File: config.mk
export PLATFORM = sky130hd
export DESIGN_NAME = murmur2_hash_stream_top
export DESIGN_NICKNAME = d
export VERILOG_FILES = /design/src/rtl/mh2_pkg.sv /design/src/rtl/mh2_mul.sv /design/src/rtl/mh2_csr.sv /design/src/rtl/murmur2_hash_stream_top.sv
export SDC_FILE = /design/constraint.sdc
export NUM_CORES = 1
export LEC_CHECK = 0
export ABC_AREA = 1
export BUFFER_PORTS_ARGS = -buffer_cell sky130_fd_sc_hd__buf_2
export CAP_MARGIN = 20
export CORE_MARGIN = 3
export CORE_UTILIZATION = 56
export DETAILED_ROUTE_END_ITERATION = 6
export GPL_ROUTABILITY_DRIVEN = 1
export GPL_TIMING_DRIVEN = 0
export PLACE_DENSITY_LB_ADDON = 0.12
export SETUP_SLACK_MARGIN = 0.05
export SLEW_MARGIN = 20
export SYNTH_ARGS = -nofsm -noshare
export SYNTH_HDL_FRONTEND = slang
export SYNTH_HIERARCHICAL = 1
export SYNTH_SLANG_ARGS = --single-unit
File: constraint.sdc
create_clock -name clock -period 8.2 [get_ports clock]
set_clock_uncertainty 0.05 [all_clocks]
set_input_delay 0.82 -clock clock [delete_from_list [all_inputs] [get_ports clock]]
set_output_delay 0.82 -clock clock [all_outputs]
set_load 0.1 [all_outputs]
File: src/rtl/mh2_pkg.sv
`timescale 1ns / 1ps
// Shared constants and types for the streaming MurmurHash2 block.
// No dependencies; imported by every other module of the block.
package mh2_pkg;

   localparam int unsigned DATA_W      = 32;
   localparam int unsigned BYTES_W     = 3;
   localparam int unsigned CSR_ADDR_W  = 3;

   localparam logic [DATA_W-1:0] MIX_MUL    = 32'h5bd1_e995;
   localparam int unsigned       MIX_SHIFT  = 24;
   localparam int unsigned       FIN_SHIFT_A = 13;
   localparam int unsigned       FIN_SHIFT_B = 15;
   localparam logic [DATA_W-1:0] SEED_RESET = 32'h811c_9dc5;

   // Register index, taken from the word address of the APB port.
   localparam logic REG_HASH_SEED = 1'b0;

   localparam logic [BYTES_W-1:0] NBYTES_FULL = 3'd4;
   localparam logic [BYTES_W-1:0] NBYTES_NONE = 3'd0;

   typedef enum logic [5:0] {
      ST_IDLE = 6'b000001,
      ST_KEY1 = 6'b000010,
      ST_KEY2 = 6'b000100,
      ST_HMIX = 6'b001000,
      ST_TAIL = 6'b010000,
      ST_FIN  = 6'b100000
   } mh2_state_type;

endpackage

File: src/rtl/mh2_mul.sv
`timescale 1ns / 1ps
// Shared multiplier: low 32 bits of the operand times the MurmurHash2 constant.
// Depends on mh2_pkg.
module mh2_mul (
   input  logic [mh2_pkg::DATA_W-1:0] operand,
   output logic [mh2_pkg::DATA_W-1:0] product
);
   import mh2_pkg::*;

   logic [2*DATA_W-1:0] full_product;

   assign full_product = {{DATA_W{1'b0}}, operand} * {{DATA_W{1'b0}}, MIX_MUL};
   assign product      = full_product[DATA_W-1:0];

endmodule

File: src/rtl/mh2_csr.sv
`timescale 1ns / 1ps
// APB-style register file holding the hash seed.
// Depends on mh2_pkg.
module mh2_csr (
   input  logic                           clock,
   input  logic                           reset,
   input  logic                           csr_psel,
   input  logic                           csr_penable,
   input  logic                           csr_pwrite,
   input  logic [mh2_pkg::CSR_ADDR_W-1:0] csr_paddr,
   input  logic [mh2_pkg::DATA_W-1:0]     csr_pwdata,
   output logic [mh2_pkg::DATA_W-1:0]     csr_prdata,
   output logic                           csr_pready,
   output logic [mh2_pkg::DATA_W-1:0]     hash_seed
);
   import mh2_pkg::*;

   logic [DATA_W-1:0] seed_ff;
   logic [DATA_W-1:0] seed_in;
   logic              reg_index;
   logic              write_hit;

   // Bits 1:0 select a byte within the word and are ignored.
   assign reg_index = csr_paddr[CSR_ADDR_W-1];
   assign write_hit = csr_psel && csr_penable && csr_pwrite && csr_pready
                      && (reg_index == REG_HASH_SEED);

   assign seed_in = write_hit ? csr_pwdata : seed_ff;

   always_ff @(posedge clock) begin
      if (reset) begin
         seed_ff <= SEED_RESET;
      end else begin
         seed_ff <= seed_in;
      end
   end

   assign csr_pready = 1'b1;
   assign csr_prdata = (reg_index == REG_HASH_SEED) ? seed_ff : '0;
   assign hash_seed  = seed_ff;

endmodule

File: src/rtl/murmur2_hash_stream_top.sv
`timescale 1ns / 1ps
// Top level of the streaming 32-bit MurmurHash2 engine: sequencer and datapath.
// Depends on mh2_pkg, mh2_mul and mh2_csr.

// The block hashes a key that arrives as a stream of little-endian 32-bit
// words, one request per word, and returns one response holding the 32-bit
// MurmurHash2 value after the request marked as the last word. On the first
// word of a key the running hash starts as the seed register XOR the key
// length carried with that word; key length on later words is ignored. All
// words before the last are mixed as full four-byte blocks. On the last word
// the byte count selects the path: four or more bytes take the block mix, one
// to three take the tail mix, and zero skips straight to the final avalanche,
// which is how an empty key is sent. Every multiplication goes through one
// shared 32-bit multiplier that takes one step per clock, so a word that is
// not the last passes through the accepting idle state and three dependent
// multiplies in KEY1, KEY2 and HMIX. A last word with four bytes adds the
// avalanche multiply in FIN; one with one to three bytes takes TAIL and then
// FIN, and an empty one goes from idle to FIN. req_ready is high only while
// the sequencer is idle. The finished hash sits in an output register, so
// the next key can start while the response waits; a later result is held
// in the avalanche step until that register has been emptied. The seed
// register sits at byte address 0 of the APB port and is picked up at the
// first word of each key; changes should be made while the block is idle.
module murmur2_hash_stream_top (
   input  logic                           clock,
   input  logic                           reset,
   // Request channel: one key word per request.
   input  logic                           req_valid,
   output logic                           req_ready,
   input  logic [mh2_pkg::DATA_W-1:0]     req_key_word,
   input  logic [mh2_pkg::BYTES_W-1:0]    req_valid_bytes,
   input  logic                           req_last_word,
   input  logic [mh2_pkg::DATA_W-1:0]     req_key_length,
   // Response channel: one hash per key.
   output logic                           rsp_valid,
   input  logic                           rsp_ready,
   output logic [mh2_pkg::DATA_W-1:0]     rsp_hash_value,
   // Configuration port.
   input  logic                           csr_psel,
   input  logic                           csr_penable,
   input  logic                           csr_pwrite,
   input  logic [mh2_pkg::CSR_ADDR_W-1:0] csr_paddr,
   input  logic [mh2_pkg::DATA_W-1:0]     csr_pwdata,
   output logic [mh2_pkg::DATA_W-1:0]     csr_prdata,
   output logic                           csr_pready
);
   import mh2_pkg::*;

   // Sequencer state and the flag telling whether a key is in progress.
   mh2_state_type state_ff, state_in;
   logic          in_key_ff, in_key_in;

   // Working registers. hash_ff doubles as the running hash between words.
   logic [DATA_W-1:0]  word_ff, word_in;
   logic [BYTES_W-1:0] nbytes_ff, nbytes_in;
   logic               last_ff, last_in;
   logic [DATA_W-1:0]  kmix_ff, kmix_in;
   logic [DATA_W-1:0]  hash_ff, hash_in;

   // Output register.
   logic              rsp_valid_ff, rsp_valid_in;
   logic [DATA_W-1:0] rsp_hash_ff, rsp_hash_in;

   logic [DATA_W-1:0] hash_seed;
   logic [DATA_W-1:0] mul_operand;
   logic [DATA_W-1:0] mul_product;
   logic [DATA_W-1:0] tail_mask;
   logic [DATA_W-1:0] final_hash;
   logic              req_fire;
   logic              out_free;

   mh2_csr u_csr (
      .clock       (clock),
      .reset       (reset),
      .csr_psel    (csr_psel),
      .csr_penable (csr_penable),
      .csr_pwrite  (csr_pwrite),
      .csr_paddr   (csr_paddr),
      .csr_pwdata  (csr_pwdata),
      .csr_prdata  (csr_prdata),
      .csr_pready  (csr_pready),
      .hash_seed   (hash_seed)
   );

   mh2_mul u_mul (
      .operand (mul_operand),
      .product (mul_product)
   );

   assign req_ready = (state_ff == ST_IDLE);
   assign req_fire  = req_valid && req_ready;
   assign out_free  = !rsp_valid_ff || rsp_ready;

   // Tail mask keeps the low one, two or three bytes of the last word.
   always_comb begin
      case (nbytes_ff)
         3'd1:    tail_mask = 32'h0000_00ff;
         3'd2:    tail_mask = 32'h0000_ffff;
         default: tail_mask = 32'h00ff_ffff;
      endcase
   end

   // Second half of the avalanche follows the multiply in the same cycle.
   assign final_hash = mul_product ^ (mul_product >> FIN_SHIFT_B);

   always_comb begin
      state_in     = state_ff;
      in_key_in    = in_key_ff;
      word_in      = word_ff;
      nbytes_in    = nbytes_ff;
      last_in      = last_ff;
      kmix_in      = kmix_ff;
      hash_in      = hash_ff;
      rsp_valid_in = rsp_valid_ff && !rsp_ready;
      rsp_hash_in  = rsp_hash_ff;
      mul_operand  = hash_ff ^ (hash_ff >> FIN_SHIFT_A);

      case (state_ff)
         ST_IDLE: begin
            if (req_fire) begin
               word_in   = req_key_word;
               nbytes_in = req_valid_bytes;
               last_in   = req_last_word;
               hash_in   = in_key_ff ? hash_ff : (hash_seed ^ req_key_length);
               // Inner words are always full blocks; counts above four
               // on the last word count as a full block too.
               if (!req_last_word || (req_valid_bytes >= NBYTES_FULL)) begin
                  state_in = ST_KEY1;
               end else if (req_valid_bytes == NBYTES_NONE) begin
                  state_in = ST_FIN;
               end else begin
                  state_in = ST_TAIL;
               end
            end
         end
         ST_KEY1: begin
            mul_operand = word_ff;
            kmix_in     = mul_product;
            state_in    = ST_KEY2;
         end
         ST_KEY2: begin
            mul_operand = kmix_ff ^ (kmix_ff >> MIX_SHIFT);
            kmix_in     = mul_product;
            state_in    = ST_HMIX;
         end
         ST_HMIX: begin
            mul_operand = hash_ff;
            hash_in     = mul_product ^ kmix_ff;
            if (last_ff) begin
               state_in = ST_FIN;
            end else begin
               in_key_in = 1'b1;
               state_in  = ST_IDLE;
            end
         end
         ST_TAIL: begin
            mul_operand = hash_ff ^ (word_ff & tail_mask);
            hash_in     = mul_product;
            state_in    = ST_FIN;
         end
         ST_FIN: begin
            // Wait here until the output register can take the hash.
            if (out_free) begin
               hash_in      = final_hash;
               rsp_hash_in  = final_hash;
               rsp_valid_in = 1'b1;
               in_key_in    = 1'b0;
               state_in     = ST_IDLE;
            end
         end
         default: begin
            state_in = ST_IDLE;
         end
      endcase
   end

   always_ff @(posedge clock) begin
      if (reset) begin
         state_ff     <= ST_IDLE;
         in_key_ff    <= 1'b0;
         hash_ff      <= '0;
         rsp_valid_ff <= 1'b0;
      end else begin
         state_ff     <= state_in;
         in_key_ff    <= in_key_in;
         hash_ff      <= hash_in;
         rsp_valid_ff <= rsp_valid_in;
      end
   end

   always_ff @(posedge clock) begin
      word_ff     <= word_in;
      nbytes_ff   <= nbytes_in;
      last_ff     <= last_in;
      kmix_ff     <= kmix_in;
      rsp_hash_ff <= rsp_hash_in;
   end

   assign rsp_valid      = rsp_valid_ff;
   assign rsp_hash_value = rsp_hash_ff;

   // A new response can only come out of the avalanche step.
   a_rsp_from_fin: assert property (@(posedge clock) disable iff (reset)
      (!rsp_valid_ff || rsp_ready) ##1 rsp_valid_ff |-> $past(state_ff == ST_FIN))
      else $error("response raised outside the avalanche step");

   // An empty last word goes straight to the avalanche.
   a_empty_key: assert property (@(posedge clock) disable iff (reset)
      req_fire && req_last_word && (req_valid_bytes == NBYTES_NONE)
      |=> state_ff == ST_FIN)
      else $error("empty last word did not go to the avalanche");

   // An inner word finishes with the key marked as in progress.
   a_inner_word: assert property (@(posedge clock) disable iff (reset)
      (state_ff == ST_HMIX) && !last_ff |=> in_key_ff && (state_ff == ST_IDLE))
      else $error("inner word did not leave the key in progress");

   // The block does not take a second request while one is in work.
   a_busy: assert property (@(posedge clock) disable iff (reset)
      req_fire |=> !req_ready)
      else $error("request accepted while busy");

endmodule

==> Yosys cells after proc, flatten, opt, wreduce, memory -nomap -nowiden <==
Index checks and enable logic that the tools add are counted.
{ "totals": {"ff_bits": 172, "latch_bits": 0, "ramBits": 0, "mem_bits_ro": 0, "in_bits": 110, "output_inout_bits": 67, "elab_cells": 69, "memories": 0} }
{ "op_classes": {"addsub": 0, "multipliers": 1, "div_mod_pow": 0, "magnitude_cmp": 1, "n_eq_ne": 12, "shifts": 0, "mux": 18, "bitwise_logic": 8, "n_reduce_logical": 19} }
{ "ops": {"columns": ["operator", "n"], "rows": [
  ["32-bit one-hot mux with 4 select lines", 2],
  ["32-bit two-way mux", 4],
  ["32-bit bitwise XOR", 3],
  ["24-bit one-hot mux with 2 select lines", 1],
  ["6-bit one-hot mux with 6 select lines", 1],
  ["32-bit by 24-bit bitwise AND with 32-bit output", 1],
  ["32-bit by 31-bit multiplier with 32-bit output, second input constant", 1],
  ["32-bit by 17-bit bitwise XOR with 32-bit output", 1],
  ["32-bit by 19-bit bitwise XOR with 32-bit output", 1],
  ["32-bit by 8-bit bitwise XOR with 32-bit output", 1],
  ["6-bit two-way mux", 5],
  ["6-bit by 1-bit == test with 1-bit output, second input constant", 1],
  ["6-bit by 2-bit == test with 1-bit output, second input constant", 1],
  ["6-bit by 3-bit == test with 1-bit output, second input constant", 1],
  ["6-bit by 4-bit == test with 1-bit output, second input constant", 1],
  ["6-bit by 5-bit == test with 1-bit output, second input constant", 1],
  ["6-bit == test, second input constant", 1],
  ["2-bit inequality test, second input constant", 3],
  ["2-bit AND reduction", 3],
  ["1-bit logical AND", 5],
  ["1-bit two-way mux", 4],
  ["4-bit AND reduction", 1],
  ["4-bit nonzero test", 1],
  ["3-bit by 1-bit == test with 1-bit output, second input constant", 1],
  ["11 further kinds", 14]
]} }

==> Depth between registers and ports, before layout <==
Gate-level depths: netlist of run 1.
{ "depth": {"word_depth": 9, "mapped_depth": 45, "mapped_depth_nobuf": 44} }

==> By module <==
Netlist of run 1, hierarchy kept.
{ "by_module_without_submodules": {"columns": ["mod", "instances", "cells_each", "area_per_inst_um2", "seq_area_each_um2"], "rows": [
  ["mh2_mul", 1, 1133, 9479.1, 0.0],
  ["murmur2_hash_stream_top", 1, 939, 7921.3, 3803.6],
  ["mh2_csr", 1, 252, 1591.5, 640.6]
]} }

==> Worst setup path before layout of run 1 <==
No wires, ideal clock.
{ "synth_timing": {"path_kind": "register to register", "startpoint": "register state_ff[5]", "endpoint": "register hash_ff[16]", "setup_time_ns": 0.113, "arrival_time_ns": 8.480, "t_required_ns": 8.037, "setup_slack_ns": -0.443, "stages_incl_launch_ff": 39, "path_buffers": 1, "period_less_slack_ns": 8.643, "cell_sequence": "dfxtp_1 -> nor2_1 -> buf_4 -> nand3_2 -> nand2_1 -> nor2_4 -> inv_2 -> o21ai_1 -> inv_1 -> fa_1 -> inv_1 -> fa_1 -> inv_1 -> fa_1 -> inv_1 -> fa_1 -> fa_1 -> fa_1 -> [3 not listed] -> inv_1 -> ha_1 -> inv_1 -> nor3_1 -> nand2_1 -> nor3_1 -> nand2_1 -> nand2_1 -> inv_1 -> nand2_1 -> nand2_1 -> xor2_1 -> nand2_1 -> nand2_1 -> nor2_1 -> nand2_1 -> nor2_1 -> nor2_1"} }
{ "synth_between": {"elab_chain_len": 6, "elab_cells_between_ends": 18, "cone_classes": "mul (1); eq/ne (9); mux (3); bitwise (2); reduce/logical (3)"} }
{ "synth_rtl": {"columns": ["element", "line_no", "rtl"], "rows": [
  ["start: declaration", "murmur2_hash_stream_top.sv:50", "mh2_state_type state_ff, state_in;"],
  ["start signal: assignment", "murmur2_hash_stream_top.sv:184", "state_ff <= state_in;"],
  ["6-bit by 5-bit == test with 1-bit output, or another cell as far along", "murmur2_hash_stream_top.sv:118", "case (state_ff)"],
  ["32-bit one-hot mux with 4 select lines (*)", "murmur2_hash_stream_top.sv:118", null],
  ["via mul_operand[5]", "murmur2_hash_stream_top.sv:65", "logic [DATA_W-1:0] mul_operand;"],
  ["32-bit by 31-bit multiplier with 32-bit output (*)", "mh2_mul.sv:12", "assign full_product = {{DATA_W{1'b0}}, operand} * {{DATA_W{1'b0}}, MIX_MUL};"],
  ["32-bit by 17-bit bitwise XOR with 32-bit output (*)", "murmur2_hash_stream_top.sv:104", "assign final_hash = mul_product ^ (mul_product >> FIN_SHIFT_B);"],
  ["via final_hash[16]", "murmur2_hash_stream_top.sv:68", "logic [DATA_W-1:0] final_hash;"],
  ["32-bit two-way mux (*)", "murmur2_hash_stream_top.sv:163", "if (out_free) begin"],
  ["32-bit one-hot mux with 4 select lines (*)", "murmur2_hash_stream_top.sv:118", null],
  ["end signal: assignment", "murmur2_hash_stream_top.sv:186", "hash_ff <= hash_in;"],
  ["end: declaration", "murmur2_hash_stream_top.sv:58", "logic [DATA_W-1:0] hash_ff, hash_in;"]
]} }
Mark *: on every way through the listed nets, which the timed path passes. The rest lies on a longest branch. The select of a mux whose other input is x is not followed.
A chain may end at the register's enable or synchronous reset.

==> Worst setup path in the final report of run 1 <==
{ "layout_timing": {"startpoint": "register state_ff[0]", "endpoint": "register hash_ff[16]"} }
The elaborated chain is that of the path after synthesis.

==> results.py, run 1 <==
metrics = {
    "clocking": {
        "htree_levels": 4,
        "cts_tree": "built",
        "cts_buffers": 17,
        "cts-root-buf": "clkbuf_16",
        "cts_buffer_depth": 2,
        "clk_pin_slew_worst_paths_ns": 0.07,
        "insertion_delay_ns": 0.45,
        "cts_sinks": 172,
    },
    "drt": {
        "vias": 16600,
        "drc_errors": 0,
        "wire_per_inst_microns": 19.5,
        "initialDrtViolationCount": 1419,
        "met1_length_microns": 22900,
        "top_layer_used": "met4",
        "wl_met3_microns": 4160,
        "dr.pass1.iters": 6,
        "vias_per_cell": 5.38,
        "finalWirelength_microns": 60300,
        "met2_length_microns": 30400,
        "ant_nets": 0,
    },
    "place": {
        "dpl.hpwl_microns": 47300,
        "dp_cells": 2943,
        "finalWeightedCongestion": 0.990,
        "portBuffers": 172,
    },
    "worst_setup_path": {
        "cp.arrival_ns": 8.65,
        "cpPeakStageDelay_ns": 0.55,
        "cp_common_cell": "fa_1",
        "crit_slowest_cell": "fa_1",
        "start_kind": "register",
        "cp-end-kind": "register",
        "path_max_fanout": 6,
        "required_ns": 8.49,
        "critPathKind": "reg2reg",
    },
    "floorplan": {
        "die_w_microns": 190,
        "die-area_sq_um": 36200,
        "ios": 177,
        "start_util_pct": 57.6,
        "core_sq_um": 32900,
        "fp-row-count": 66,
        "fp.dieH_microns": 190,
    },
    "yosys": {
        "synth_async_sr_flop_share_pct": 0,
        "ys.flop_type": "edfxtp_1",
        "ys_ff_latch": 172,
        "netlist_area_sq_um": 19000,
        "synth_nets": 2831,
        "synth_edf_count": 100,
        "synthCells": 2324,
        "avgSynthCellArea_sq_um": 8.17,
        "yosys_warnings": 6,
        "post_synth_num_cell_types": 47,
        "yosysSeqAreaShare_pct": 23.4,
    },
    "finish": {
        "area_delta_synth_final_pct": 22.4,
        "nNetsFinal": 3146,
        "antennaDiodeCount": 0,
        "drive_above_1_share_pct": 21.6,
        "layoutNonFillerInstCount": 3094,
    },
    "global_routing": {
        "grt-ovfl-total": 0,
        "grt_pass1_vias": 16600,
        "antenna_found_initial": 0,
        "grt_max_degree": 25,
        "grt_use_total_pct": 33.1,
        "grt_first_pass_wirelength_microns": 90600,
    },
    "sta": {
        "worst_slew_pin_slew_ns": 0.956,
        "min_period_over_period_pct": 102,
        "max_freq_mhz": 120,
        "period_needed_ns": 8.36,
        "max_slew_margin_pct": 36.1,
        "hold_violations": 0,
        "hold_slack_ns": 0.420,
        "rsz0062_at_grt": "yes",
        "fin_ws_ns": -0.162,
        "slew_violations": 0,
        "setup_viol": 1,
    },
    "outcome": {
        "violations": "negative setup slack",
        "outcome": "finished with violations",
    },
    "job": {
        "drv_cap": 0,
    },
    "worst_hold_path": {
        "hold_class": "reg2reg",
    },
}
## final timing paths
path | startpoint | to | slack [ns] | depth (start not counted)
hold reg to reg | in_key_ff$_SDFFE_PP0P_ | in_key_ff$_SDFFE_PP0P_ | 0.42 | 2
setup reg to reg | state_ff[0]$_SDFFE_PP1P_ | hash_ff[16]$_SDFFE_PP0P_ | -0.16 | 43
setup / recovery | state_ff[0]$_SDFFE_PP1P_ | hash_ff[16]$_SDFFE_PP0P_ | -0.16 | 43
hold / removal | in_key_ff$_SDFFE_PP0P_ | in_key_ff$_SDFFE_PP0P_ | 0.42 | 2
## final cells by class
type | count | area, sq um
repair buffers | 296 | 2020
multi-input cells | 1554 | 13200
plain buffers | 53 | 363
inverters | 545 | 2070
clock buffers | 20 | 458
clock inverters | 12 | 146
flip-flops and latches | 172 | 4460
well taps | 442 | 553
fillers | 2626 | 9700
## registers in the layout (all words and copies together), names as in the netlist
signal / count
hash_ff: 32
rsp_hash_value: 32
in_key_ff: 1
rsp_valid: 1
state_ff: 6
last_ff: 1
u_csr/hash_seed: 32
kmix_ff: 32
word_ff: 32
nbytes_ff: 3
## through the flow
stage / worst slack [ns] / area [sq um] / setup TNS (ns) / util [%]
after global routing: -0.355 / 23200 / -1.83 / 70.6
after global placement: -2.71 / 20400 / -137.81 / 62.0
final: -0.162 / 23200 / -0.162 / 70.6
after floorplan: 0.0678 / 19000 / 0 / -
after CTS: -0.0315 / 22100 / -0.0315 / 67.1
after detailed placement: -2.39 / 20600 / -112.52 / 62.4
## worst max-delay path: cells and delay by family, from the launching register on
kind                       cells  cell delay [ns]
DFF                            1             0.38
buffers and inverters         13             1.24
xor gates and xnor gates       1             0.17
and+or+nand+nor               20             2.31
adders and majority gates      9             4.07
## kinds of logic (layout without fill, tap and decap cells)
| logic type | Yosys count | count (layout) | synth area share, % |
|---|---|---|---|
| adder cells (fa/ha/maj) | 397 | 397 | 33.3 |
| AND/OR/NAND/NOR | 859 | 860 | 19.5 |
| XOR/XNOR | 134 | 134 | 6.18 |
| buffers and inverters | 599 | 926 | 12.5 |
| flip-flops | 172 | 172 | 23.4 |
| AO/OA/AOI/OAI | 162 | 162 | 5.15 |
| other | 1 | 1 | 0.0197 |
## placed cells by master, fill, tap and decap left out, types with 34 or more instances in the layout
cell type,n
xnor2_1,47
edfxtp_1,100
buf_2,183
ha_1,200
dfxtp_1,66
fa_1,179
nand3_1,102
inv_1,505
nand2_1,392
buf_4,108
xor2_1,67
inv_2,34
nand4_1,43
nor2_1,222
a21oi_1,34
o21bai_1,39
## Yosys cell counts (2+ instances only)
cell type	number	share of area, %
ha_1	216	14
o221ai_1	4	0.18
nor2_8	2	0.21
o22ai_1	2	0.066
nand3_1	107	2.8
inv_1	534	11
dfxtp_1	72	7.6
fa_1	181	19
nand2_1	412	8.1
o21bai_1	39	1.5
nor2_2	4	0.13
a21oi_1	48	1.3
buf_6	4	0.24
a21oi_2	2	0.092
nor3_1	5	0.13
nand3_2	7	0.37
a21boi_0	2	0.079
o21a_1	2	0.079
o21ai_0	38	1.0
inv_2	10	0.20
buf_2	15	0.40
xor2_1	78	3.6
buf_4	18	0.71
xnor2_1	56	2.6
o21ai_1	18	0.47
or2_2	13	0.43
edfxtp_1	100	16
nor2_1	241	4.8
nor2_4	6	0.36
nand3b_1	2	0.079
nand4_1	43	1.4
nand2_2	13	0.43
clkbuf_1	16	0.32
## per-layer routing
layer	vias up	GRT usage, %
met5	-	0
met4	0	12.4
met3	184	5.34
met2	696	59.0
met1	7980	40.5
li1	7773	-
## timing repair
action,CTS,global route
pin swaps,35,112
cloned,1,0
setup endpoints to repair,81,38
resized for setup,87,169
buffers inserted,65,54
hold endpoints to repair,0,0
hold buffers,0,0
Power of run 1 is left out: the tool's default activity adds up to more than one toggle a clock period on the data nets, which glitch-free logic cannot reach.
==> run 2: changes to the inputs <==
--- a/config.mk
+++ b/config.mk
@@ -15,6 +15,7 @@
 export GPL_TIMING_DRIVEN = 0
 export PLACE_DENSITY_LB_ADDON = 0.12
 export SETUP_SLACK_MARGIN = 0.05
+export SKIP_LAST_GASP = 1
 export SLEW_MARGIN = 20
 export SYNTH_ARGS = -nofsm -noshare
 export SYNTH_HDL_FRONTEND = slang
==> results.py, run 2 (synthesis gave the netlist of run 1 again) <==
metrics = {
    "floorplan": {
        "die-area_sq_um": 36200,
        "die_w_microns": 190,
        "fp.dieH_microns": 190,
        "core_sq_um": 32900,
        "fp-row-count": 66,
        "start_util_pct": 57.6,
        "ios": 177,
    },
    "drt": {
        "dr.pass1.iters": 5,
        "drc_errors": 0,
        "vias": 16500,
        "vias_per_cell": 5.33,
        "initialDrtViolationCount": 1245,
        "ant_nets": 0,
        "finalWirelength_microns": 59600,
        "wire_per_inst_microns": 19.3,
    },
    "clocking": {
        "cts_buffer_depth": 2,
        "htree_levels": 4,
        "cts_sinks": 172,
        "cts_buffers": 17,
        "cts-root-buf": "clkbuf_16",
        "clk_pin_slew_worst_paths_ns": 0.07,
        "cts_tree": "built",
        "insertion_delay_ns": 0.45,
    },
    "finish": {
        "final_cell_mix": "508 x inv_1, 393 x nand2_1, 225 x nor2_1",
        "layoutNonFillerInstCount": 3093,
        "fillers": 2654,
        "drive_above_1_share_pct": 21.2,
        "area_delta_synth_final_pct": 21.6,
        "final_common_cell": "inv_1",
        "nNetsFinal": 3144,
        "final_area_sq_um": 23100,
    },
    "worst_hold_path": {
        "min_from": "in_key_ff$_SDFFE_PP0P_",
        "hold_class": "reg2reg",
    },
    "place": {
        "finalWeightedCongestion": 0.990,
        "dp_cells": 2943,
        "portBuffers": 172,
        "placed_cell_area_sq_um": 20600,
        "dpl.hpwl_microns": 47300,
        "dp_slack_ns": -2.39,
    },
    "worst_setup_path": {
        "crit_slowest_cell": "fa_1",
        "cp.arrival_ns": 8.47,
        "required_ns": 8.48,
        "cpPeakStageDelay_ns": 0.56,
        "critPathKind": "reg2reg",
        "path_max_fanout": 5,
        "cp_common_cell": "fa_1",
        "timing.rr.start": "state_ff[0]$_SDFFE_PP1P_",
        "start_kind": "register",
        "cp-end-kind": "register",
        "cp-startpoint": "state_ff[0]$_SDFFE_PP1P_",
    },
    "sta": {
        "max_slew_margin_pct": 33.3,
        "slew_violations": 0,
        "max_freq_mhz": 122,
        "hold_violations": 0,
        "fin_ws_ns": 0.0174,
        "min_period_over_period_pct": 99.8,
        "setup_viol": 0,
        "period_needed_ns": 8.18,
        "worst_slew_pin_slew_ns": 0.996,
        "rsz0062_at_grt": "yes",
    },
    "global_routing": {
        "grt_use_total_pct": 33.1,
        "grt_first_pass_wirelength_microns": 90500,
        "grt_pass1_vias": 16600,
        "antenna_found_initial": 0,
        "grt_max_degree": 25,
        "grt-ovfl-total": 0,
    },
    "outcome": {
        "outcome": "complete, no violations",
    },
    "job": {
        "drv_cap": 0,
    },
}
## run 2: worst paths after layout
path | end | depth (start not counted) | slack [ns]
min | in_key_ff$_SDFFE_PP0P_ | 2 | 0.42
max reg2reg | hash_ff[16]$_SDFFE_PP0P_ | 42 | 0.02
min reg2reg | in_key_ff$_SDFFE_PP0P_ | 2 | 0.42
max | hash_ff[16]$_SDFFE_PP0P_ | 42 | 0.02
## run 2: per-layer routing
| metal | routed length (microns) | global-route usage [%] | vias up | part of all wire, % |
|---|---|---|---|---|
| li1 | - | - | 7769 | - |
| met1 | 22400 | 40.4 | 7906 | 38 |
| met2 | 30100 | 58.9 | 657 | 51 |
| met3 | 4470 | 5.34 | 160 | 7.5 |
| met4 | 2610 | 12.4 | 0 | 4.4 |
| met5 | 0 | 0 | - | 0 |
## run 2: per-stage QoR
step | TNS, ns | hold slack (ns) | utilization (%)
floorplan | 0 | 0.383 | -
global placement | -137.81 | 0.403 | 62.0
detailed placement | -112.52 | 0.409 | 62.4
CTS | -0.173 | 0.420 | 67.0
global route | -1.05 | 0.432 | 70.1
finish | 0 | 0.419 | 70.1
## run 2: worst max-delay path: cells and delay by family (launching register included)
kind                       cells  cell delay (ns)
adders and majority gates      9             4.11
DFF                            1             0.38
and+or+nand+nor               20             2.22
xor gates and xnor gates       1             0.17
buffers and inverters         12             1.11
## run 2: repair_timing
item	CTS	global route
hold buffers	0	0
buffers inserted	65	51
pin swaps	33	107
resized for setup	83	151
cloned	1	1
endpoints found under the setup margin	81	42
## run 2: final cells by class
cell class / count / area, sq um / area share, %
multi-input cells: 1554 / 13100 / 56.6
flip-flops and latches: 172 / 4460 / 19.3
inverters: 545 / 2080 / 8.99
repair buffers: 294 / 1970 / 8.54
well taps: 442 / 553 / 2.39
clock buffers: 20 / 458 / 1.98
plain buffers: 53 / 358 / 1.55
clock inverters: 12 / 146 / 0.634
diodes: 1 / 2.50 / 0.0108
Power of run 2 is left out for the same reason.
